File: src/design/rbc_pkg.sv
// Package for the red blob centroid detector: field widths, reset values,
// configuration register indexes and the controller command struct.
// No dependencies.
`timescale 1ns / 1ps
`default_nettype none

package rbc_pkg;

  localparam int PIX_W      = 8;
  localparam int COORD_W    = 10;
  localparam int COUNT_W    = 21;
  localparam int SUM_W      = 30;
  localparam int RUN_W      = 6;
  localparam int QUO_W      = COORD_W + 1;
  localparam int STEP_W     = 4;
  localparam int CFG_IDX_W  = 2;
  localparam int CFG_DATA_W = 21;

  typedef logic [PIX_W-1:0]      pix_t;
  typedef logic [COORD_W-1:0]    coord_t;
  typedef logic [COUNT_W-1:0]    count_t;
  typedef logic [SUM_W-1:0]      sum_t;
  typedef logic [RUN_W-1:0]      run_t;
  typedef logic [QUO_W-1:0]      quo_t;
  typedef logic [STEP_W-1:0]     step_t;
  typedef logic [CFG_IDX_W-1:0]  cfg_idx_t;
  typedef logic [CFG_DATA_W-1:0] cfg_data_t;

  localparam run_t   RUN_MAX   = '1;
  localparam coord_t COORD_MAX = '1;

  // Reset values of the configuration registers.
  localparam pix_t   REDNESS_RST = 8'd90;
  localparam count_t AREA_RST    = 21'd550;
  localparam run_t   CONF_RST    = 6'd20;

  // Configuration register indexes.
  localparam cfg_idx_t CFG_REDNESS = 2'd0;
  localparam cfg_idx_t CFG_AREA    = 2'd1;
  localparam cfg_idx_t CFG_CONF    = 2'd2;

  // The divider produces one quotient bit per step, most significant first;
  // the top bit only flags a quotient that needs clamping.
  localparam step_t DIV_FIRST_STEP = step_t'(COORD_W);

  typedef struct packed {
    logic  accumulate;
    logic  frame_close;
    logic  load_div;
    logic  load_clear;
    logic  div_step;
    step_t step;
  } rbc_cmd_t;

endpackage

`default_nettype wire

File: src/design/rbc_pix_if.sv
// Pixel request channel: valid, ready and one pixel with its position.
// Depends on rbc_pkg.
`timescale 1ns / 1ps
`default_nettype none

interface rbc_pix_if;
  import rbc_pkg::*;

  logic   valid;
  logic   ready;
  pix_t   blue;
  pix_t   green;
  pix_t   red;
  coord_t column;
  coord_t row_index;
  logic   frame_end;

  modport source (output valid, blue, green, red, column, row_index, frame_end,
                  input ready);
  modport sink   (input valid, blue, green, red, column, row_index, frame_end,
                  output ready);
endinterface

`default_nettype wire

File: src/design/rbc_res_if.sv
// Result request channel: valid, ready and one detection verdict.
// Depends on rbc_pkg.
`timescale 1ns / 1ps
`default_nettype none

interface rbc_res_if;
  import rbc_pkg::*;

  logic   valid;
  logic   ready;
  logic   stop_detected;
  coord_t centroid_x;
  coord_t centroid_y;

  modport source (output valid, stop_detected, centroid_x, centroid_y,
                  input ready);
  modport sink   (input valid, stop_detected, centroid_x, centroid_y,
                  output ready);
endinterface

`default_nettype wire

File: src/design/rbc_datapath.sv
// Datapath: pixel classification, per-frame accumulators and the
// bit-serial centroid divider with its result registers. Depends on rbc_pkg.
`timescale 1ns / 1ps
`default_nettype none

module rbc_datapath #(
  parameter int MAX_WIDTH  = 1024,
  parameter int MAX_HEIGHT = 1024
) (
  input  wire                 clk,
  input  wire                 rst_n,
  input  wire                 cfg_wr_en,
  input  rbc_pkg::cfg_idx_t   cfg_index,
  input  rbc_pkg::cfg_data_t  cfg_data,
  input  rbc_pkg::rbc_cmd_t   cmd,
  input  rbc_pkg::pix_t       blue,
  input  rbc_pkg::pix_t       green,
  input  rbc_pkg::pix_t       red,
  input  rbc_pkg::coord_t     column,
  input  rbc_pkg::coord_t     row_index,
  output logic                frame_red,
  output logic                stop_detected,
  output rbc_pkg::coord_t     centroid_x,
  output rbc_pkg::coord_t     centroid_y
);
  import rbc_pkg::*;

  // Wide enough for any position limit up to 4096.
  localparam int POS_W = COORD_W + 3;
  localparam int DSH_W = COUNT_W + COORD_W;

  pix_t   redness_r;
  count_t area_r;
  count_t count_r, count_nxt, count_fin;
  sum_t   colsum_r, colsum_nxt, colsum_fin;
  sum_t   rowsum_r, rowsum_nxt, rowsum_fin;
  count_t div_r, div_nxt;
  sum_t   rem_x_r, rem_x_nxt, rem_y_r, rem_y_nxt;
  quo_t   q_x_r, q_x_nxt, q_y_r, q_y_nxt;
  logic   stop_r, stop_nxt;

  pix_t   diff_rg, excess;
  logic   in_frame, hit;
  logic [COUNT_W:0]   count_add;
  logic [SUM_W:0]     col_add, row_add;
  logic [DSH_W-1:0]   d_sh, rx_ext, ry_ext, rx_diff, ry_diff;

  // Configuration registers owned by the datapath.
  always_ff @(posedge clk) begin
    if (!rst_n) begin
      redness_r <= REDNESS_RST;
      area_r    <= AREA_RST;
    end else if (cfg_wr_en) begin
      case (cfg_index)
        CFG_REDNESS: redness_r <= cfg_data[PIX_W-1:0];
        CFG_AREA:    area_r    <= cfg_data[COUNT_W-1:0];
        default:     ;
      endcase
    end
  end

  // Saturating red excess and the qualification test.
  always_comb begin
    diff_rg  = (red > green) ? red - green : '0;
    excess   = (diff_rg > blue) ? diff_rg - blue : '0;
    in_frame = (POS_W'(column) < POS_W'(MAX_WIDTH)) &&
               (POS_W'(row_index) < POS_W'(MAX_HEIGHT));
    hit      = cmd.accumulate && in_frame && (excess >= redness_r);
  end

  // Accumulators saturate instead of wrapping; the frame-end pixel is
  // counted before the frame is judged.
  always_comb begin
    count_add  = {1'b0, count_r} + (COUNT_W + 1)'(hit);
    col_add    = {1'b0, colsum_r} + (SUM_W + 1)'(hit ? column : '0);
    row_add    = {1'b0, rowsum_r} + (SUM_W + 1)'(hit ? row_index : '0);
    count_fin  = count_add[COUNT_W] ? '1 : count_add[COUNT_W-1:0];
    colsum_fin = col_add[SUM_W] ? '1 : col_add[SUM_W-1:0];
    rowsum_fin = row_add[SUM_W] ? '1 : row_add[SUM_W-1:0];
    frame_red  = count_fin > area_r;
    if (cmd.frame_close) begin
      count_nxt  = '0;
      colsum_nxt = '0;
      rowsum_nxt = '0;
    end else begin
      count_nxt  = count_fin;
      colsum_nxt = colsum_fin;
      rowsum_nxt = rowsum_fin;
    end
  end

  always_ff @(posedge clk) begin
    if (!rst_n) begin
      count_r  <= '0;
      colsum_r <= '0;
      rowsum_r <= '0;
    end else begin
      count_r  <= count_nxt;
      colsum_r <= colsum_nxt;
      rowsum_r <= rowsum_nxt;
    end
  end

  // Restoring division of both sums by the count, one quotient bit of each
  // per step. The divisor is never zero for a detect result.
  always_comb begin
    d_sh      = DSH_W'(div_r) << cmd.step;
    rx_ext    = DSH_W'(rem_x_r);
    ry_ext    = DSH_W'(rem_y_r);
    rx_diff   = rx_ext - d_sh;
    ry_diff   = ry_ext - d_sh;
    div_nxt   = div_r;
    rem_x_nxt = rem_x_r;
    rem_y_nxt = rem_y_r;
    q_x_nxt   = q_x_r;
    q_y_nxt   = q_y_r;
    stop_nxt  = stop_r;
    if (cmd.load_div) begin
      div_nxt   = count_fin;
      rem_x_nxt = colsum_fin;
      rem_y_nxt = rowsum_fin;
      q_x_nxt   = '0;
      q_y_nxt   = '0;
      stop_nxt  = 1'b1;
    end else if (cmd.load_clear) begin
      q_x_nxt  = '0;
      q_y_nxt  = '0;
      stop_nxt = 1'b0;
    end else if (cmd.div_step) begin
      if (rx_ext >= d_sh) begin
        rem_x_nxt          = rx_diff[SUM_W-1:0];
        q_x_nxt[cmd.step]  = 1'b1;
      end
      if (ry_ext >= d_sh) begin
        rem_y_nxt          = ry_diff[SUM_W-1:0];
        q_y_nxt[cmd.step]  = 1'b1;
      end
    end
  end

  always_ff @(posedge clk) begin
    div_r   <= div_nxt;
    rem_x_r <= rem_x_nxt;
    rem_y_r <= rem_y_nxt;
    q_x_r   <= q_x_nxt;
    q_y_r   <= q_y_nxt;
    stop_r  <= stop_nxt;
  end

  // A quotient of 1024 or more is clamped to the largest coordinate.
  assign stop_detected = stop_r;
  assign centroid_x    = q_x_r[COORD_W] ? COORD_MAX : q_x_r[COORD_W-1:0];
  assign centroid_y    = q_y_r[COORD_W] ? COORD_MAX : q_y_r[COORD_W-1:0];

endmodule

`default_nettype wire

File: src/design/rbc_ctrl.sv
// Controller: run counters, the frame verdict and the sequencing of the
// divider and the result register. Depends on rbc_pkg.
`timescale 1ns / 1ps
`default_nettype none

module rbc_ctrl (
  input  wire                 clk,
  input  wire                 rst_n,
  input  wire                 cfg_wr_en,
  input  rbc_pkg::cfg_idx_t   cfg_index,
  input  rbc_pkg::cfg_data_t  cfg_data,
  input  wire                 in_valid,
  input  wire                 in_frame_end,
  input  wire                 frame_red,
  input  wire                 out_ready,
  output logic                in_ready,
  output logic                out_valid,
  output rbc_pkg::rbc_cmd_t   cmd
);
  import rbc_pkg::*;

  localparam logic [1:0] ST_IDLE = 2'd0;
  localparam logic [1:0] ST_DIV  = 2'd1;
  localparam logic [1:0] ST_OUT  = 2'd2;

  logic [1:0] state_r, state_nxt;
  step_t      step_r, step_nxt;
  run_t       det_r, det_nxt, clr_r, clr_nxt;
  run_t       limit_r;
  run_t       det_inc, clr_inc;
  logic       accept, close;

  always_ff @(posedge clk) begin
    if (!rst_n) begin
      limit_r <= CONF_RST;
    end else if (cfg_wr_en && cfg_index == CFG_CONF) begin
      limit_r <= cfg_data[RUN_W-1:0];
    end
  end

  // Ordinary pixels are always taken; a frame-end pixel waits until the
  // previous verdict has been handed over.
  assign in_ready  = !(in_frame_end && state_r != ST_IDLE);
  assign accept    = in_valid && in_ready;
  assign close     = accept && in_frame_end;
  assign out_valid = (state_r == ST_OUT);
  assign det_inc   = (det_r == RUN_MAX) ? RUN_MAX : det_r + 1'b1;
  assign clr_inc   = (clr_r == RUN_MAX) ? RUN_MAX : clr_r + 1'b1;

  always_comb begin
    state_nxt       = state_r;
    step_nxt        = step_r;
    det_nxt         = det_r;
    clr_nxt         = clr_r;
    cmd             = '0;
    cmd.accumulate  = accept;
    cmd.frame_close = close;
    cmd.step        = step_r;
    case (state_r)
      ST_IDLE: begin
        if (close) begin
          if (frame_red) begin
            if (det_inc > limit_r) begin
              det_nxt      = '0;
              cmd.load_div = 1'b1;
              step_nxt     = DIV_FIRST_STEP;
              state_nxt    = ST_DIV;
            end else begin
              det_nxt = det_inc;
            end
          end else begin
            if (clr_inc > limit_r) begin
              clr_nxt        = '0;
              cmd.load_clear = 1'b1;
              state_nxt      = ST_OUT;
            end else begin
              clr_nxt = clr_inc;
            end
          end
        end
      end
      ST_DIV: begin
        cmd.div_step = 1'b1;
        if (step_r == '0) begin
          state_nxt = ST_OUT;
        end else begin
          step_nxt = step_r - 1'b1;
        end
      end
      ST_OUT: begin
        if (out_ready) begin
          state_nxt = ST_IDLE;
        end
      end
      default: begin
        state_nxt = ST_IDLE;
      end
    endcase
  end

  always_ff @(posedge clk) begin
    if (!rst_n) begin
      state_r <= ST_IDLE;
      step_r  <= '0;
      det_r   <= '0;
      clr_r   <= '0;
    end else begin
      state_r <= state_nxt;
      step_r  <= step_nxt;
      det_r   <= det_nxt;
      clr_r   <= clr_nxt;
    end
  end

endmodule

`default_nettype wire

File: src/design/red_blob_centroid_detector_top.sv
// Throughput: one pixel request per cycle; only a frame-end pixel can be held off.
// A clear verdict is offered in the cycle after its frame-end pixel is taken, a detect
// verdict once the divider has been loaded and has run its eleven divider steps.
// A further frame-end pixel waits until the previous verdict has been taken.
// Reset (rst_n, synchronous, active low) restores the register defaults and
// clears the accumulators, the run counters and the controller.
`timescale 1ns / 1ps
`default_nettype none

module red_blob_centroid_detector_top #(
  parameter int MAX_WIDTH  = 1024,
  parameter int MAX_HEIGHT = 1024
) (
  input  wire                 clk,
  input  wire                 rst_n,
  rbc_pix_if.sink             in_pix,
  rbc_res_if.source           out_res,
  input  wire                 cfg_wr_en,
  input  rbc_pkg::cfg_idx_t   cfg_index,
  input  rbc_pkg::cfg_data_t  cfg_data
);
  import rbc_pkg::*;

  // The controller and the datapath exchange only the command struct and
  // the frame verdict. Pixels flow into the datapath continuously, so the
  // division for one frame overlaps the start of the next.
  rbc_cmd_t cmd;
  logic     frame_red;

  rbc_ctrl u_ctrl (
    .clk          (clk),
    .rst_n        (rst_n),
    .cfg_wr_en    (cfg_wr_en),
    .cfg_index    (cfg_index),
    .cfg_data     (cfg_data),
    .in_valid     (in_pix.valid),
    .in_frame_end (in_pix.frame_end),
    .frame_red    (frame_red),
    .out_ready    (out_res.ready),
    .in_ready     (in_pix.ready),
    .out_valid    (out_res.valid),
    .cmd          (cmd)
  );

  // The datapath keeps the redness and area thresholds; the controller
  // keeps the confidence limit. Both decode the same write port.
  rbc_datapath #(
    .MAX_WIDTH  (MAX_WIDTH),
    .MAX_HEIGHT (MAX_HEIGHT)
  ) u_datapath (
    .clk           (clk),
    .rst_n         (rst_n),
    .cfg_wr_en     (cfg_wr_en),
    .cfg_index     (cfg_index),
    .cfg_data      (cfg_data),
    .cmd           (cmd),
    .blue          (in_pix.blue),
    .green         (in_pix.green),
    .red           (in_pix.red),
    .column        (in_pix.column),
    .row_index     (in_pix.row_index),
    .frame_red     (frame_red),
    .stop_detected (out_res.stop_detected),
    .centroid_x    (out_res.centroid_x),
    .centroid_y    (out_res.centroid_y)
  );

  // Only a frame-end pixel is ever refused.
  a_ready_only_frame_end : assert property (@(posedge clk) disable iff (!rst_n)
    !in_pix.ready |-> in_pix.frame_end)
    else $error("pixel refused that does not end a frame");

  // A new frame verdict is never taken while a result is still offered.
  a_no_close_while_pending : assert property (@(posedge clk) disable iff (!rst_n)
    (in_pix.valid && in_pix.ready && in_pix.frame_end) |-> !out_res.valid)
    else $error("frame closed while a result was pending");

  // Each frame gives at most one result, so a taken result is not offered again.
  a_single_result : assert property (@(posedge clk) disable iff (!rst_n)
    (out_res.valid && out_res.ready) |=> !out_res.valid)
    else $error("result offered twice");

  // A clear result carries zero coordinates.
  a_clear_zero : assert property (@(posedge clk) disable iff (!rst_n)
    (out_res.valid && !out_res.stop_detected) |->
      (out_res.centroid_x == '0 && out_res.centroid_y == '0))
    else $error("clear result with a non-zero centroid");

endmodule

`default_nettype wire
File: src/flat_wrapper.sv
// flat-port wrapper written by rule: the top's interface ports become plain ports
module red_blob_centroid_detector_top_flat import rbc_pkg::*;
#(
  parameter int MAX_WIDTH  = 1024,
  parameter int MAX_HEIGHT = 1024
)
  (clk, rst_n, cfg_wr_en, cfg_index, cfg_data, in_pix_valid, in_pix_blue, in_pix_green, in_pix_red, in_pix_column, in_pix_row_index, in_pix_frame_end, in_pix_ready, out_res_valid, out_res_stop_detected, out_res_centroid_x, out_res_centroid_y, out_res_ready);
  rbc_pix_if in_pix_i ();
  rbc_res_if out_res_i ();
  input  wire clk;
  input  wire rst_n;
  input  wire cfg_wr_en;
  input  rbc_pkg::cfg_idx_t cfg_index;
  input  rbc_pkg::cfg_data_t cfg_data;
  input wire logic [$bits(in_pix_i.valid)-1:0] in_pix_valid;
  input wire logic [$bits(in_pix_i.blue)-1:0] in_pix_blue;
  input wire logic [$bits(in_pix_i.green)-1:0] in_pix_green;
  input wire logic [$bits(in_pix_i.red)-1:0] in_pix_red;
  input wire logic [$bits(in_pix_i.column)-1:0] in_pix_column;
  input wire logic [$bits(in_pix_i.row_index)-1:0] in_pix_row_index;
  input wire logic [$bits(in_pix_i.frame_end)-1:0] in_pix_frame_end;
  output wire logic [$bits(in_pix_i.ready)-1:0] in_pix_ready;
  output wire logic [$bits(out_res_i.valid)-1:0] out_res_valid;
  output wire logic [$bits(out_res_i.stop_detected)-1:0] out_res_stop_detected;
  output wire logic [$bits(out_res_i.centroid_x)-1:0] out_res_centroid_x;
  output wire logic [$bits(out_res_i.centroid_y)-1:0] out_res_centroid_y;
  input wire logic [$bits(out_res_i.ready)-1:0] out_res_ready;
  assign in_pix_i.valid = in_pix_valid;
  assign in_pix_i.blue = in_pix_blue;
  assign in_pix_i.green = in_pix_green;
  assign in_pix_i.red = in_pix_red;
  assign in_pix_i.column = in_pix_column;
  assign in_pix_i.row_index = in_pix_row_index;
  assign in_pix_i.frame_end = in_pix_frame_end;
  assign in_pix_ready = in_pix_i.ready;
  assign out_res_valid = out_res_i.valid;
  assign out_res_stop_detected = out_res_i.stop_detected;
  assign out_res_centroid_x = out_res_i.centroid_x;
  assign out_res_centroid_y = out_res_i.centroid_y;
  assign out_res_i.ready = out_res_ready;
  red_blob_centroid_detector_top #(.MAX_WIDTH(MAX_WIDTH), .MAX_HEIGHT(MAX_HEIGHT)) u_core (.clk(clk), .rst_n(rst_n), .in_pix(in_pix_i), .out_res(out_res_i), .cfg_wr_en(cfg_wr_en), .cfg_index(cfg_index), .cfg_data(cfg_data));
endmodule
File: config.mk
export PLATFORM = sky130hd
export DESIGN_NAME = red_blob_centroid_detector_top_flat
export DESIGN_NICKNAME = d
export VERILOG_FILES = /design/src/design/rbc_pkg.sv /design/src/design/rbc_pix_if.sv /design/src/design/rbc_res_if.sv /design/src/design/rbc_datapath.sv /design/src/design/rbc_ctrl.sv /design/src/design/red_blob_centroid_detector_top.sv /design/src/flat_wrapper.sv
export SDC_FILE = /design/constraint.sdc
export NUM_CORES = 1
export LEC_CHECK = 0
export BUFFER_PORTS_ARGS = -buffer_cell sky130_fd_sc_hd__buf_2
export CAP_MARGIN = 0
export CORE_AREA = 3 3 246 176
export CTS_BUF_LIST = sky130_fd_sc_hd__clkbuf_4
export CTS_CLUSTER_DIAMETER = 100
export DETAILED_ROUTE_END_ITERATION = 6
export DIE_AREA = 0 0 249 179
export GPL_TIMING_DRIVEN = 0
export SLEW_MARGIN = 30
export SYNTH_ARGS = -nofsm -noshare
export SYNTH_HDL_FRONTEND = slang
export SYNTH_SLANG_ARGS = --single-unit
export TNS_END_PERCENT = 30
File: constraint.sdc
create_clock -name clk -period 17 [get_ports clk]
set_input_delay 0 -clock clk [delete_from_list [all_inputs] [get_ports clk]]
set_output_delay 0 -clock clk [all_outputs]
set_load 0.005 [all_outputs]
# Word-level counts from Yosys, hierarchy flattened
# Index checks and enable logic that the tools add are counted.
# totals
reg_bits,238
in_bits,73
out_inout_bits,23
elab_cells,125
# op_classes
n_addsub,10
magnitude_cmp,10
eq_ne,15
shift,1
muxes,42
bitwise_logic,4
n_reduce_logical,27
# op_table
cell,count
$mux 30,10
$add 30x10->31,2
$ge 30x31->1,2
$sub 30x30->30,2
$mux 10,4
$shl 21x4->31,1
$mux 6,4
$add 21x1->22,1
$or 11x11->11,2
$gt 21x21->1,1
$mux 21,1
$gt 8x8->1,2
$mux 2,8
$mux 4,4
$mux 8,2
$sub 8x8->8,2
$add 6x1->6 const B,2
$eq 6x6->1 const B,2
$gt 6x6->1,2
$reduce_and 3->1,4
$reduce_and 5->1,2
$reduce_bool 2->1,5
$ge 8x8->1,1
$ne 2x2->1 const B,4
19 further kinds,39

# Logic depth before layout (Yosys ltp)
# depth
word_depth,14
ltp_mapped,56
ltp_nobuf,52

# By module
# A second synthesis with hierarchy kept.
# hier_totals
cells_unflattened,2015
area_unflattened_um2,16968.8
# modules_own_cells
mod,n_inst,cells_each,area_each_um2,seq_area_each_um2
rbc_datapath,1,1814,15356.0,5094.9
rbc_ctrl,1,201,1612.8,480.5

# Worst setup path before layout
# No wires, ideal clock.
# synth_timing
path_kind,input-to-reg
start,input in_pix_red[0]
end,"register u_core.u_datapath.rem_x_r[0], enable pin"
setup_ns,0.387
t_arrival_ns,9.188
t_required_ns,16.613
path_slack_ns,7.425
path_stages,51
n_path_buf,5
path_cell_list,inv_1 ha_1 fa_1 nor2b_1 o21ai_1 a21boi_0 o21ai_0 nand2b_1 a21oi_1 nor2b_1 o22ai_1 or2_2 ha_1 fa_1 nor2b_1 o21ai_1 a21boi_0 o21ai_0 [... 15 more ...] ha_1 and4_1 nand4_1 nor2_1 nand4_1 or3_1 clkbuf_1 clkbuf_1 nand2_1 ha_1 nand4_1 nor3_2 nand2_1 o211a_1 or4_4 buf_6 clkbuf_1 nand2_1
# synth_between
elab_chain_len,14
elab_cells_between_ends,19
cone_classes,add/sub: 3; order compare: 4; eq/ne: 1; mux: 7; reduce/logical: 4
# synth_lines
item,line_no,rtl
start: declaration,flat_wrapper.sv:18,input wire logic [$bits(in_pix_i.red)-1:0] in_pix_red;
$sub 8x8->8 / $gt 8x8->1 (equally long branches),rbc_datapath.sv:64,diff_rg = (red > green) ? red - green : '0;
$mux 8 *,rbc_datapath.sv:64,
$sub 8x8->8 / $gt 8x8->1 (equally long branches),rbc_datapath.sv:65,excess = (diff_rg > blue) ? diff_rg - blue : '0;
$mux 8 *,rbc_datapath.sv:65,
$ge 8x8->1 *,rbc_datapath.sv:68,hit = cmd.accumulate && in_frame && (excess >= redness_r);
$logic_and 1x1->1 *,rbc_datapath.sv:68,
$add 21x1->22 *,rbc_datapath.sv:74,"count_add = {1'b0, count_r} + (COUNT_W + 1)'(hit);"
$mux 21 *,rbc_datapath.sv:77,count_fin = count_add[COUNT_W] ? '1 : count_add[COUNT_W-1:0];
named net u_core.u_datapath.count_fin[16],rbc_datapath.sv:34,"count_t count_r, count_nxt, count_fin;"
$gt 21x21->1 *,rbc_datapath.sv:80,frame_red = count_fin > area_r;
$mux 1,rbc_ctrl.sv:62,if (frame_red) begin
$mux 2 *,rbc_ctrl.sv:61,if (close) begin
$mux 2 *,rbc_ctrl.sv:59,case (state_r)
$ne 2x1->1 (no line) / $reduce_bool 2->1 (equally long branches),--,
$reduce_and 3->1 (no line) *,--,
end signal: assignment,rbc_datapath.sv:143,rem_x_r <= rem_x_nxt;
end: declaration,rbc_datapath.sv:38,"sum_t rem_x_r, rem_x_nxt, rem_y_r, rem_y_nxt;"
# Mark *: on every way through the listed nets, which the timed path passes. The rest lies on a longest branch.
# A chain may end at the register's enable or synchronous reset.

# Final worst setup path
# layout_timing
start,input in_pix_red[0]
end,"register u_core.u_datapath.rem_x_r[27], enable pin"
# Same word-level chain as after synthesis.

==> results.md <==
* Outcome: complete, no violations
* Final Cycle Share at 0.659
* Initial antenna violation count at 2
* Cell row count at just over 60
* DPL Wire Length at 36.8 mm
* Final Hold Viols at 0
* Count leader, synth: nand2_1
* Crit path max-delay cell type: nand2_2
* Floorplan die width at between 200 and 250 µm
* Total congestion overflow at 0
* Min cycle time layout at between 10000 and 15000 ps
* Max clock buf depth at 3
* PwrDens at 66.9 nW/µm²
* I/O pin cnt at 96
* Leak at 8.35 nW
* Critical Path Start: in_pix_red[0]
* Clk_lat worst skew at 750 ps
* Synth cell count leaders: nand2_1, nor2_1, dfxtp_1, ha_1, a21oi_1
* Mean area per synthesized cell at 8.56 µm²
* R2r worst-path depth at 28
* Setup_tns at 0 ps
* Worst path depth at 52
* P&R area growth vs syn at 17.6%
* R2R Path Start: u_core.u_datapath.redness_r[0]$_SDFFE_PN0P_
* Vias per cell at 5.34
* Routed WL at just under 50 mm
* CP delay by family, top: simple AND/OR/NAND/NOR gates
* EDFF count, synth at between 80 and 90
* Yosys top cell area share at 0.192
* CP bufs+invs at 7
* CTS Root Cell: clkbuf_4
* Crit Reg-Reg Endpoint: u_core.u_datapath.rem_x_r[27]$_DFFE_PP_
* Die Span Y at roughly 180 µm
* CTS Hold Bufs at slightly above 80
* Cell taking the most area after synthesis: dfxtp_1
* Leading register cell type out of synthesis: dfxtp_1
* Iter 0 DRT Violations at 1044
* Synth top area cells: dfxtp_1, edfxtp_1, ha_1
* Multi-input gate area at 10200 µm²
* Crit-path max FO at 30
* Util after Layout at 0.471
* Core area at 40900 µm²
* Number of global-route vias before repair at 14200
* Post-CTS setup buffers at 0
* CP max stage delay at 660 ps
* Clk sinks at 238
* Unique masters post-synth at 84
* Total global routing track utilization at 0.217
* Share of layout cells above drive strength 1 at 0.130
* Synthesis-stage register bit count at about 240
* Antenna-violating nets left at 0
* Setup Skew at ~76 ps
* Sequential area share after synthesis at 0.341
* Starting Density at 0.400
* Max Freq at 89.3 MHz
* Max cap viols at 0
* DRT Pass-1 Iters at 5
* Synthesized area at 16400 µm²
* TritonCTS clock tree: yes
* Worst VDD drop at 0.0428 mV
* WP data required at 17240 ps
* CTS resizes at 0
* Fillers at 3980
* Worst Tran Pin Value at 878 ps
* Register area at 5580 µm²
* RSZ-0062 raised after global routing: no
* RePlAce Congestion at about 0.95
* Worst setup endpoint: u_core.u_datapath.rem_x_r[27]$_DFFE_PP_
* Data arrival, critical path at 11440 ps
* Clock Pin Slew Worst Setup and Hold Paths at approximately 70 ps
* First-pass GRT wire length at 76.4 mm
* Startpoint Class: input pin
* Yosys warning count at 0
* Worst rel slew slack at 0.414
* Via count at 14700
* Final Slew Violations at 0
* Syn nets at 2135
* Buffers on Ports at 95
* Routed wire per std cell at about 18 µm
* Worst setup path class: input pin to flip-flop
* NumNets Final at between 2000 and 2500
* Worst hold path class: input pin to flip-flop
* Worst Setup End Kind: flip-flop
* Largest net degree at the start of global routing at 31
* Reg2reg setup slack at between 8000 and 9000 ps
* CTS H-Tree Depth at 3
* Post-route DRC violation count at 0
* Die footprint at around 45000 µm²
* Async set-reset flop share out of synthesis at 0
* Post-synthesis instance total at between 1500 and 2000
* Final setup vio count at 0
* Inserted Clock Buffers at 67
state kept, by name, indices dropped and copies added (netlist names), 8 cells and up:
register and flops:
u_core.u_datapath.colsum_r 30, u_core.u_datapath.rem_x_r 30, u_core.u_datapath.rem_y_r 30, u_core.u_datapath.rowsum_r 30, u_core.u_datapath.area_r 21, u_core.u_datapath.count_r 21
u_core.u_datapath.div_r 21, u_core.u_datapath.q_x_r 11, u_core.u_datapath.q_y_r 11, u_core.u_datapath.redness_r 8
worst min-delay path: stages:
cell and delay (ps):
dlygate4sd3_1 520, buf_2 120, a21oi_1 60, nor2b_1 90
kinds of logic after synthesis:
group,after synthesis,share of synthesized area
and+or+nand+nor,712,0.208
AOI/OAI and AO/OA,477,0.189
DFF,238,0.341
buffers and inverters,159,0.0388
adders and majority gates,151,0.118
xor gates and xnor gates,112,0.0599
muxes,62,0.0449
layer usage:
layer / track usage / part of all wire
met4: 0.0717 / 0.024
met2: 0.313 / 0.40
met1: 0.316 / 0.50
met5: 0 / 0.00027
met3: 0.0522 / 0.078
how the worst min path moves through the flow:
stage	endpoint	startpoint	slack, ps	cells past startpoint
6_report	u_core.u_datapath.redness_r[7]$_SDFFE_PN0P_	cfg_data[7]	70	4
3_3_place_gp	u_core.u_datapath.area_r[9]$_SDFFE_PN1P_	cfg_data[9]	240	3
3_5_place_dp	u_core.u_datapath.area_r[9]$_SDFFE_PN1P_	cfg_data[9]	250	3
4_1_cts	u_core.u_ctrl.limit_r[2]$_SDFFE_PN1P_	cfg_data[2]	0.9	4
5_1_grt	u_core.u_ctrl.limit_r[2]$_SDFFE_PN1P_	cfg_data[2]	50	4
2_1_floorplan	in_pix_ready	in_pix_frame_end	90	1
cell usage in the layout (no fill, tap or decap), types with 62 or more instances in the layout:
cell type / n
a21o_1: 62
o21ai_0: 87
xnor2_1: 69
a21oi_1: 138
buf_2: 105
ha_1: 145
clkbuf_4: 98
inv_1: 86
nor2_1: 192
dlygate4sd3_1: 83
edfxtp_1: 81
nand2_1: 209
dfxtp_1: 157
metrics by stage:
| stage | instances | setup slack (ps) | cell area [µm²] | total power [mW] | hold slack (ps) |
|---|---|---|---|---|---|
| global route | 2752 | 4750 | 19300 | 1.35 | 55.0 |
| finish | 2752 | 5800 | 19300 | 1.29 | 74.3 |
| CTS | 2751 | 5660 | 19200 | 1.30 | 0.873 |
| detailed placement | 2550 | 4890 | 17500 | 0.714 | 251 |
| global placement | 2550 | 4570 | 17500 | 0.712 | 242 |
| floorplan | 1911 | 7420 | 16400 | 0.678 | 87.0 |
area by class of cell:
cell class / instances / area share
sequential: 238 / 0.290
multi-input combinational: 1514 / 0.528
inverter: 87 / 0.0170
clock inverter: 20 / 0.00812
antenna: 1 / 0.000130
timing repair buffer: 178 / 0.0679
buffer: 72 / 0.0161
tap: 544 / 0.0354
clock buffer: 98 / 0.0382
report_power, final:
group,leakage (nW),switching (mW),internal [mW],total (mW)
registers,2.05,0.00338,0.591,0.594
clock network,0.527,0.262,0.310,0.572
logic,5.78,0.0646,0.0568,0.121
total,8.35,0.330,0.958,1.29
(Power assumes the default switching activity.)
